[src/hw/rtl/pmad_pkg.sv]
package pmad_pkg;

  localparam int ALPHABET_DEPTH = 64;
  localparam int AW = $clog2(ALPHABET_DEPTH);
  localparam int LEN_CAP = (ALPHABET_DEPTH < 63) ? ALPHABET_DEPTH : 63;
  localparam int QUEUE_DEPTH = 2;

  localparam logic [5:0] CODE_INDEX_MASK = 6'h3F;
  localparam int MERGE_BIT_POS = 6;
  localparam int WORD_END_BIT_POS = 7;

  // one classified code byte
  typedef struct packed {
    logic          stream_end;
    logic          err_first;
    logic          merge;
    logic          err_second;
    logic [AW-1:0] addr;
    logic          word_end;
  } pmad_entry_t;

  // alphabet write port
  typedef struct packed {
    logic          en;
    logic [AW-1:0] addr;
    logic [7:0]    data;
  } pmad_wr_t;

endpackage

[src/hw/rtl/pmad_if.sv]
interface pmad_in_if;
  logic       valid;
  logic       ready;
  logic [7:0] stream_byte;

  modport source (output valid, output stream_byte, input ready);
  modport sink (input valid, input stream_byte, output ready);
endinterface

interface pmad_out_if;
  logic       valid;
  logic       ready;
  logic [7:0] character;
  logic       word_end;
  logic       last_of_item;
  logic       stream_end;
  logic       decode_error;

  modport source (output valid, output character, output word_end, output last_of_item,
                  output stream_end, output decode_error, input ready);
  modport sink (input valid, input character, input word_end, input last_of_item,
                input stream_end, input decode_error, output ready);
endinterface

[src/hw/rtl/pmad_ram.sv]
module pmad_ram #(
  parameter int WIDTH = 8,
  parameter int DEPTH = 64
) (
  input  logic                     clk_i,
  input  logic                     wr_en_i,
  input  logic [$clog2(DEPTH)-1:0] wr_addr_i,
  input  logic [WIDTH-1:0]         wr_data_i,
  input  logic                     rd_en_i,
  input  logic [$clog2(DEPTH)-1:0] rd_addr_i,
  output logic [WIDTH-1:0]         rd_data_o
);

  logic [WIDTH-1:0] mem_q [DEPTH];
  logic [WIDTH-1:0] rd_data_q;

  always_ff @(posedge clk_i) begin
    if (wr_en_i) begin
      mem_q[wr_addr_i] <= wr_data_i;
    end
    if (rd_en_i) begin
      rd_data_q <= mem_q[rd_addr_i];
    end
  end

  assign rd_data_o = rd_data_q;

endmodule

[src/hw/rtl/pmad_front.sv]
module pmad_front
  import pmad_pkg::*;
(
  input  logic        clk_i,
  input  logic        rst_ni,
  pmad_in_if.sink     in_if,
  input  logic        queue_full_i,
  input  logic        queue_empty_i,
  output logic        push_o,
  output pmad_entry_t entry_o,
  output pmad_wr_t    wr_o
);

  localparam logic [1:0] PH_HEADER = 2'd0;
  localparam logic [1:0] PH_LOAD   = 2'd1;
  localparam logic [1:0] PH_CODES  = 2'd2;

  logic [1:0] phase_q, phase_d;
  logic [5:0] len_q, len_d;
  logic [5:0] pos_q, pos_d;
  logic       accept;
  logic [7:0] b;
  logic [5:0] code;
  logic [5:0] hdr_len;
  logic [5:0] pos_next;

  assign b    = in_if.stream_byte;
  assign code = b[5:0] & CODE_INDEX_MASK;

  // alphabet writes wait until queued codes have done their reads
  always_comb begin
    case (phase_q)
      PH_LOAD:  in_if.ready = queue_empty_i;
      PH_CODES: in_if.ready = !queue_full_i;
      default:  in_if.ready = 1'b1;
    endcase
  end

  assign accept   = in_if.valid && in_if.ready;
  assign hdr_len  = (b > 8'(LEN_CAP)) ? 6'(LEN_CAP) : b[5:0];
  assign pos_next = pos_q + 6'd1;

  always_comb begin
    phase_d = phase_q;
    len_d   = len_q;
    pos_d   = pos_q;
    push_o  = 1'b0;
    wr_o.en   = 1'b0;
    wr_o.addr = pos_q[AW-1:0];
    wr_o.data = b;
    entry_o.stream_end = (b == 8'd0);
    entry_o.err_first  = (code == 6'd0) || (code > len_q);
    entry_o.merge      = b[MERGE_BIT_POS] && !entry_o.err_first;
    entry_o.err_second = (code >= len_q);
    entry_o.addr       = AW'(code - 6'd1);
    entry_o.word_end   = b[WORD_END_BIT_POS];
    if (accept) begin
      case (phase_q)
        PH_LOAD: begin
          wr_o.en = ({1'b0, pos_q} < 7'(ALPHABET_DEPTH));
          pos_d   = pos_next;
          if (pos_next >= len_q) begin
            phase_d = PH_CODES;
          end
        end
        PH_CODES: begin
          push_o = 1'b1;
          if (b == 8'd0) begin
            phase_d = PH_HEADER;
          end
        end
        default: begin
          len_d   = hdr_len;
          pos_d   = 6'd0;
          phase_d = (hdr_len == 6'd0) ? PH_CODES : PH_LOAD;
        end
      endcase
    end
  end

  always_ff @(posedge clk_i or negedge rst_ni) begin
    if (!rst_ni) begin
      phase_q <= PH_HEADER;
      len_q   <= 6'd0;
      pos_q   <= 6'd0;
    end else begin
      phase_q <= phase_d;
      len_q   <= len_d;
      pos_q   <= pos_d;
    end
  end

endmodule

[src/hw/rtl/pmad_queue.sv]
module pmad_queue
  import pmad_pkg::*;
(
  input  logic        clk_i,
  input  logic        rst_ni,
  input  logic        push_i,
  input  pmad_entry_t entry_i,
  input  logic        pop_i,
  output pmad_entry_t head_o,
  output logic        full_o,
  output logic        empty_o
);

  localparam int PW = $clog2(QUEUE_DEPTH);

  pmad_entry_t     mem_q [QUEUE_DEPTH];
  logic [PW-1:0]   wr_ptr_q, rd_ptr_q;
  logic [PW:0]     count_q;
  logic            do_push, do_pop;

  assign full_o  = (count_q == (PW+1)'(QUEUE_DEPTH));
  assign empty_o = (count_q == '0);
  assign head_o  = mem_q[rd_ptr_q];
  assign do_push = push_i && !full_o;
  assign do_pop  = pop_i && !empty_o;

  always_ff @(posedge clk_i) begin
    if (do_push) begin
      mem_q[wr_ptr_q] <= entry_i;
    end
  end

  always_ff @(posedge clk_i or negedge rst_ni) begin
    if (!rst_ni) begin
      wr_ptr_q <= '0;
      rd_ptr_q <= '0;
      count_q  <= '0;
    end else begin
      if (do_push) begin
        wr_ptr_q <= PW'(wr_ptr_q + 1'b1);
      end
      if (do_pop) begin
        rd_ptr_q <= PW'(rd_ptr_q + 1'b1);
      end
      case ({do_push, do_pop})
        2'b10:   count_q <= count_q + 1'b1;
        2'b01:   count_q <= count_q - 1'b1;
        default: count_q <= count_q;
      endcase
    end
  end

endmodule

[src/hw/rtl/pmad_back.sv]
module pmad_back
  import pmad_pkg::*;
(
  input  logic          clk_i,
  input  logic          rst_ni,
  input  pmad_entry_t   head_i,
  input  logic          empty_i,
  output logic          pop_o,
  output logic          rd_en_o,
  output logic [AW-1:0] rd_addr_o,
  input  logic [7:0]    rd_data_i,
  pmad_out_if.source    out_if
);

  logic second_q;
  logic out_valid_q;
  logic use_ram_q;
  logic word_end_q, last_q, stream_end_q, err_q;

  logic adv, fire, merge_first;
  logic use_ram, word_end, last, err;

  assign adv         = !out_valid_q || out_if.ready;
  assign fire        = !empty_i && adv;
  assign merge_first = head_i.merge && !second_q;
  assign pop_o       = fire && !merge_first;

  // one result beat per cycle while out_if.ready holds; a merged code spends two beats
  always_comb begin
    use_ram   = 1'b0;
    word_end  = head_i.word_end;
    last      = 1'b1;
    err       = 1'b0;
    rd_addr_o = head_i.addr;
    if (head_i.stream_end) begin
      word_end = 1'b0;
    end else if (head_i.err_first) begin
      err = 1'b1;
    end else if (merge_first) begin
      use_ram  = 1'b1;
      word_end = 1'b0;
      last     = 1'b0;
    end else if (head_i.merge) begin
      rd_addr_o = AW'(head_i.addr + 1'b1);
      use_ram   = !head_i.err_second;
      err       = head_i.err_second;
    end else begin
      use_ram = 1'b1;
    end
  end

  assign rd_en_o = fire && use_ram;

  always_ff @(posedge clk_i or negedge rst_ni) begin
    if (!rst_ni) begin
      second_q    <= 1'b0;
      out_valid_q <= 1'b0;
    end else begin
      if (fire) begin
        second_q <= merge_first;
      end
      if (adv) begin
        out_valid_q <= !empty_i;
      end
    end
  end

  always_ff @(posedge clk_i) begin
    if (fire) begin
      use_ram_q    <= use_ram;
      word_end_q   <= word_end;
      last_q       <= last;
      stream_end_q <= head_i.stream_end;
      err_q        <= err;
    end
  end

  assign out_if.valid        = out_valid_q;
  assign out_if.character    = use_ram_q ? rd_data_i : 8'd0;
  assign out_if.word_end     = word_end_q;
  assign out_if.last_of_item = last_q;
  assign out_if.stream_end   = stream_end_q;
  assign out_if.decode_error = err_q;

endmodule

[src/hw/rtl/pair_merged_alphabet_decoder_core.sv]
// pair merged alphabet decoder
// in_if carries one stream byte per beat: a header byte with the alphabet
// length (saturated to 63), that many alphabet bytes, then code bytes until
// a zero byte closes the stream and the next byte is a header again.
// out_if carries one character per beat with word_end, last_of_item,
// stream_end and decode_error; a plain code gives one beat, a merged code
// (bit 6) gives two, header and alphabet bytes give none.
// a front stage classifies code bytes and pushes them into a two-entry
// queue; a back stage reads the alphabet ram (registered read) and fills
// the output register, one result beat per cycle while out_if.ready holds.
// a code byte is registered in the queue, then in the output register.
// throughput: one code byte per cycle while out_if.ready holds; a merged
// code takes two beats of the single result channel and ram read port.
// alphabet bytes are taken one per cycle once the queue has drained.
// reset clears the parse state to header and empties queue and output.
// when the receiver stalls the output holds, the queue fills and then
// in_if.ready drops; no beat is lost.
module pair_merged_alphabet_decoder_core
  import pmad_pkg::*;
(
  input  logic       clk_i,
  input  logic       rst_ni,
  pmad_in_if.sink    in_if,
  pmad_out_if.source out_if
);

  pmad_entry_t   push_entry, head;
  pmad_wr_t      wr;
  logic          push, pop, full, empty;
  logic          rd_en;
  logic [AW-1:0] rd_addr;
  logic [7:0]    rd_data;

  pmad_front u_front (
    .clk_i         (clk_i),
    .rst_ni        (rst_ni),
    .in_if         (in_if),
    .queue_full_i  (full),
    .queue_empty_i (empty),
    .push_o        (push),
    .entry_o       (push_entry),
    .wr_o          (wr)
  );

  pmad_queue u_queue (
    .clk_i   (clk_i),
    .rst_ni  (rst_ni),
    .push_i  (push),
    .entry_i (push_entry),
    .pop_i   (pop),
    .head_o  (head),
    .full_o  (full),
    .empty_o (empty)
  );

  pmad_ram #(
    .WIDTH (8),
    .DEPTH (ALPHABET_DEPTH)
  ) u_ram (
    .clk_i     (clk_i),
    .wr_en_i   (wr.en),
    .wr_addr_i (wr.addr),
    .wr_data_i (wr.data),
    .rd_en_i   (rd_en),
    .rd_addr_i (rd_addr),
    .rd_data_o (rd_data)
  );

  pmad_back u_back (
    .clk_i     (clk_i),
    .rst_ni    (rst_ni),
    .head_i    (head),
    .empty_i   (empty),
    .pop_o     (pop),
    .rd_en_o   (rd_en),
    .rd_addr_o (rd_addr),
    .rd_data_i (rd_data),
    .out_if    (out_if)
  );

endmodule

[src/flat_wrapper.sv]
// flat-port wrapper written by rule: the top's interface ports become plain ports
module pair_merged_alphabet_decoder_core_flat import pmad_pkg::*;
  (clk_i, rst_ni, in_if_valid, in_if_stream_byte, in_if_ready, out_if_valid, out_if_character, out_if_word_end, out_if_last_of_item, out_if_stream_end, out_if_decode_error, out_if_ready);
  pmad_in_if in_if_i ();
  pmad_out_if out_if_i ();
  input  logic clk_i;
  input  logic rst_ni;
  input wire logic [$bits(in_if_i.valid)-1:0] in_if_valid;
  input wire logic [$bits(in_if_i.stream_byte)-1:0] in_if_stream_byte;
  output wire logic [$bits(in_if_i.ready)-1:0] in_if_ready;
  output wire logic [$bits(out_if_i.valid)-1:0] out_if_valid;
  output wire logic [$bits(out_if_i.character)-1:0] out_if_character;
  output wire logic [$bits(out_if_i.word_end)-1:0] out_if_word_end;
  output wire logic [$bits(out_if_i.last_of_item)-1:0] out_if_last_of_item;
  output wire logic [$bits(out_if_i.stream_end)-1:0] out_if_stream_end;
  output wire logic [$bits(out_if_i.decode_error)-1:0] out_if_decode_error;
  input wire logic [$bits(out_if_i.ready)-1:0] out_if_ready;
  assign in_if_i.valid = in_if_valid;
  assign in_if_i.stream_byte = in_if_stream_byte;
  assign in_if_ready = in_if_i.ready;
  assign out_if_valid = out_if_i.valid;
  assign out_if_character = out_if_i.character;
  assign out_if_word_end = out_if_i.word_end;
  assign out_if_last_of_item = out_if_i.last_of_item;
  assign out_if_stream_end = out_if_i.stream_end;
  assign out_if_decode_error = out_if_i.decode_error;
  assign out_if_i.ready = out_if_ready;
  pair_merged_alphabet_decoder_core u_core (.clk_i(clk_i), .rst_ni(rst_ni), .in_if(in_if_i), .out_if(out_if_i));
endmodule
[config.mk]
export PLATFORM = sky130hd
export DESIGN_NAME = pair_merged_alphabet_decoder_core_flat
export DESIGN_NICKNAME = d
export VERILOG_FILES = /design/src/hw/rtl/pmad_pkg.sv /design/src/hw/rtl/pmad_if.sv /design/src/hw/rtl/pmad_ram.sv /design/src/hw/rtl/pmad_front.sv /design/src/hw/rtl/pmad_queue.sv /design/src/hw/rtl/pmad_back.sv /design/src/hw/rtl/pair_merged_alphabet_decoder_core.sv /design/src/flat_wrapper.sv
export SDC_FILE = /design/constraint.sdc
export NUM_CORES = 1
export LEC_CHECK = 0
export BUFFER_PORTS_ARGS = -buffer_cell sky130_fd_sc_hd__buf_4
export CORE_UTILIZATION = 56
export CTS_BUF_LIST = sky130_fd_sc_hd__clkbuf_8
export CTS_CLUSTER_SIZE = 24
export DETAILED_ROUTE_END_ITERATION = 6
export GPL_TIMING_DRIVEN = 0
export PLACE_DENSITY_LB_ADDON = 0.2
export SYNTH_ARGS = -nofsm -noshare
export SYNTH_HDL_FRONTEND = slang
export SYNTH_HIERARCHICAL = 1
export SYNTH_SLANG_ARGS = --single-unit
export TNS_END_PERCENT = 30
[constraint.sdc]
create_clock -name clk_i -period 3.34 [get_ports clk_i]
set_clock_uncertainty 0.15 [all_clocks]
set_input_delay 0.835 -clock clk_i [delete_from_list [all_inputs] [get_ports clk_i]]
set_output_delay 0.835 -clock clk_i [all_outputs]
set_load 0.005 [all_outputs]
After elaboration in Yosys (flattened, before gate mapping)
Memory sizes are Yosys's and may differ from the RTL's. A register that Yosys moved wholly into a read port is not among the register bits.
Index checks and enable logic that the tools add are counted.
- add/sub/neg operators: 7
- magnitude comparators: 4
- eq/ne operators: 7
- multiplexer cells: 31
- bitwise operators: 2
- reduce and logical (&&, ||, !) cells: 27
- operators by type and width (kind ; number):
    $mux 6 ; 5
    $mux 1 ; 18
    $add 6x1->6 const B ; 2
    $ge 6x6->1 ; 2
    $logic_not 6->1 ; 2
    $pmux 6 s2 ; 1
    $gt 8x6->1 const B ; 1
    $logic_and 1x1->1 ; 8
    $logic_not 8->1 ; 1
    $mux 8 ; 1
    $pmux 2 s2 ; 2
    $logic_not 1->1 ; 7
    $eq 2x2->1 const B ; 3
    $gt 6x6->1 ; 1
    $mux 2 ; 3
    $sub 6x1->6 const B ; 1
    $eq 2x1->1 const B ; 2
    $ne 2x2->1 const B ; 2
    $reduce_and 2->1 ; 2
    $reduce_or 2->1 ; 2
    $reduce_and 3->1 ; 1
    $add 1x1->1 const B ; 2
    $add 2x1->2 const B ; 1
    $logic_not 2->1 ; 1
    5 further kinds ; 7
- register bits: 25
- bits in writable memories: 534
- memories: 2
- memories (name ; words ; width ; read ports ; clocked after memory_dff ; write ports ; line ; text):
    u_core.u_ram.mem_q ; 64 ; 8 ; 1 ; 1 ; 1 ; pmad_ram.sv:14 ; logic [WIDTH-1:0] mem_q [DEPTH];
    u_core.u_queue.mem_q ; 2 ; 11 ; 1 ; 0 ; 1 ; pmad_queue.sv:16 ; pmad_entry_t mem_q [QUEUE_DEPTH];

Longest topological paths before layout
- depth after elaboration: 8
- depth in mapped cells: 14

Modules after synthesis
Netlist, hierarchy kept.
- by module, submodules not included (module ; times used ; cells each ; area an instance (µm²)):
    pmad_ram ; 1 ; 940 ; 20246.9
    pmad_front ; 1 ; 134 ; 1216.2
    pmad_queue ; 1 ; 52 ; 988.4
    pmad_back ; 1 ; 43 ; 464.2

Worst setup path after synthesis
No wires, ideal clock.
- kind: register -> register
- from: reg u_core.u_queue.rd_ptr_q
- to: reg u_core.u_ram.rd_data_q[3] (netlist: u_core/u_ram/rd_data_o[3]) (read register of u_core.u_ram.mem_q), data pin
- setup time: 274 ps
- arrival time: 3062 ps
- data required time: 2916 ps
- slack: -146 ps
- stages on the path, launching flop included: 12
- buffers on the path: 4
- clock period less this slack: 3486 ps
- cell sequence: dfrtp_1 buf_4 mux2_2 and4bb_1 buf_6 xor2_1 buf_6 buf_4 mux4_2 mux4_2 o21ai_1 o41ai_1
- RTL lines (item ; line ; text):
    start: declaration ; pmad_queue.sv:17 ; logic [PW-1:0] wr_ptr_q, rd_ptr_q;
    start signal: assignment ; pmad_queue.sv:43 ; rd_ptr_q <= PW'(rd_ptr_q + 1'b1);
    end: declaration ; pmad_ram.sv:15 ; logic [WIDTH-1:0] rd_data_q;

==> results.md <==
* Status: finished with violations
* Failing checks: setup timing
* Setup TNS at -3620 ps
* First-pass DRT Iterations at 6
* Post-synth top area cell: edfxtp_1
* I/O pins at 26
* Die height at 204 µm
* Port bufs at 25
* WL final at 54,400 µm
* Worst setup path class: flip-flop to flip-flop
* Slew Viols, Final at 0
* Worst-Margin Slew at 1190 ps
* Via density at 6.31
* Clock transition at path regs at 60 ps
* DRC at 0
* Antenna diodes at 0
* CP max-delay cell: mux4_2
* Share of the synthesized area in the top cell type at 71.7%
* Skew-Pair Late Insertion Delay at 650 ps
* Non-Filler Instances at 1,910
* Clock sink count at 567
* Data arrival, critical path at 4060 ps
* Post-synthesis register bit count at 567
* Largest net degree at the start of global routing at 65
* Starting density of the core at 57.3%
* Min Tclk post-route at 3860 ps
* PD cells at 762 nW/µm²
* CTS tree: done
* Clock H-tree levels at 3
* CTS Buf Count at 89
* Mapped Avg Cell Area at 19.6 µm²
* First-pass GRT wire length at 79,000 µm
* Avg WL per Cell at 28.5 µm
* RSZ-0062 raised after global routing: yes
* GR Overflow Total at 0
* Max Cap Violations at 0
* Net count after synthesis at 1,199
* Vias in the first global route at 12,100
* Maximum fanout along the worst path at 10
* All-Layer GR Usage at 27.0%
* Fin. Hold Viols at 0
* Worst Path Buf+Inv at 4
* DIE AREA at 41,700 µm²
* CP max stage delay at 580 ps
* Fin crit share at 116%
* Cell Chain, Critical Path: buf_6 > mux2_4 > and4bb_1 > buf_6 > xor2_4 > buf_12 > buf_12 > mux4_2 > mux4_2 > o21ai_2 > o41ai_1
* Most numerous cell in the Yosys netlist: edfxtp_1
* Area of the mapped netlist at 22,900 µm²
* Number of synthesized flops with an enable pin at 547
* Netlist cell types at 65
* Register area share after synthesis at 73.9%
* Asr flop ratio synth at 3.53%
* CP top delay family: multiplexers
* Nets at 1,350
* Max Freq at 259 MHz
* Worst min-delay path category: primary input to flip-flop
* Starting DRT DRC Count at 1,228
* Rel. slew slack at 19.9%
* Final worst setup slack at -523 ps
* Routability cong. at 0.962
* Crit end category: flip-flop
* Core area at 40,000 µm²
* CP required at 3530 ps
* Leakage at 0.00875 µW
* Synth top area cells: edfxtp_1, mux4_2, dfrtp_1
* Synth cell count leaders: edfxtp_1, mux4_2, nor2_1
* Dpl cells at 1,719
* Clock tree root buffer cell: clkbuf_8
* Post-DRT Antenna Nets at 0
* YS warnings at 6
* DR vias at 12,100
* Peak VDD IR at 0.398 mV
* Final setup vio count at 8
* Synthesized instance count at 1,169
* Die W at 204 µm
* DP Wirelength at 33,900 µm
* CP startpoint kind: flip-flop
* Initial antenna violation count at 0
* Layout cell share with drive strength beyond 1 at 34.4%
* Clock buffer depth at 3
* Row cnt at 73
* Layout area overhead at 16.1%
* Primary FF master, synth: edfxtp_1
==> power breakdown <==
group	internal, µW	switching, µW	total [µW]	leakage [µW]
clock network	2720	2580	5290	0.000916
registers	8080	148	8230	0.00516
logic	3140	3630	6770	0.00267
==> cells in the final DEF, fill, tap and decap left out, types with 24 or more instances in the layout <==
| master | instances |
|---|---|
| edfxtp_1 | 547 |
| nor2_4 | 33 |
| buf_4 | 64 |
| nor2_1 | 35 |
| mux4_2 | 126 |
| nor2_2 | 24 |
| inv_1 | 44 |
| nand2_1 | 27 |
| clkbuf_8 | 95 |
==> flip-flops by register name (all words and copies together), names as in the netlist <==
name,count
u_core/u_back/out_if.word_end,1
u_core/u_queue/count_q,2
u_core/u_front/phase_q,2
u_core/u_queue/wr_ptr_q,1
u_core/u_back/out_if.last_of_item,1
u_core/u_queue/mem_q,22
u_core/u_back/second_q,1
u_core/u_back/out_if.decode_error,1
u_core/u_back/out_if.valid,1
u_core/u_front/len_q,6
u_core/u_ram/rd_data_o,8
u_core/u_queue/rd_ptr_q,1
u_core/u_ram/mem_q,512
u_core/u_back/use_ram_q,1
u_core/u_front/pos_q,6
u_core/u_back/out_if.stream_end,1
==> routing by layer <==
metal | global-route usage [%] | vias to the layer above | routed length [µm]
met4 | 10.3 | 0 | 1890
met1 | 37.3 | 6217 | 20800
met3 | 6.36 | 121 | 5650
met5 | 0 | - | 0
met2 | 42.2 | 645 | 26100
li1 | - | 5072 | -
==> kinds of logic after synthesis <==
family / synth area share (%)
adder cells (fa/ha/maj): 0.983
AND/OR/NAND/NOR: 4.83
multiplexers: 14.9
buffers and inverters: 2.07
flip-flops: 73.9
XOR/XNOR: 0.650
AO/OA/AOI/OAI: 2.74
==> final cells by class <==
| cell class | count | area (µm²) |
|---|---|---|
| Inverter | 16 | 60.1 |
| Fill cell | 2658 | 13400 |
| Multi-Input combinational cell | 521 | 6120 |
| Tap cell | 525 | 657 |
| Buffer | 64 | 688 |
| Sequential cell | 567 | 16900 |
| Clock inverter | 63 | 308 |
| Clock buffer | 93 | 1280 |
| Timing Repair Buffer | 61 | 569 |
==> path summary, 6_finish.rpt <==
path | to | cells after the start | slack [ps] | start
setup / recovery | u_core/u_ram/rd_data_o[3] | 11 | -520 | u_core/u_queue/rd_ptr_q
hold / removal | u_core/u_front/len_q[0] | 2 | 310 | in_if_stream_byte[0]
setup reg to reg | u_core/u_ram/rd_data_o[3] | 11 | -520 | u_core/u_queue/rd_ptr_q
hold reg to reg | u_core/u_queue/wr_ptr_q | 1 | 350 | u_core/u_queue/wr_ptr_q
max in group asynchronous | u_core/u_front/pos_q[0] | 2 | 2330 | rst_ni
min in group asynchronous | u_core/u_queue/wr_ptr_q | 2 | 480 | rst_ni
==> timing repair <==
action | 4_1_cts | 5_1_grt
endpoints found under the hold margin | 20 | 0
setup buffers | 15 | 17
hold buffers | 1 | 0
pin swaps | 7 | 9
resized for setup | 173 | 58
setup endpoints to repair | 472 | 496
cloned | 3 | 0
==> per-stage QoR <==
stage                     setup slack [ps]  instance area (µm²)  power (µW)  util [%]  hold WS (ps)
after floorplan                     0.0673                23000       12100         -           311
after global placement               -1370                23800       13800      59.5           332
after detailed placement             -1430                23800       13900      59.5           340
after CTS                             -438                26200       20000      65.5           261
after global routing                  -555                26600       21000      66.5           272
final                                 -523                26600       20300      66.5           307
No activity file was read; power rests on OpenSTA's default activity.
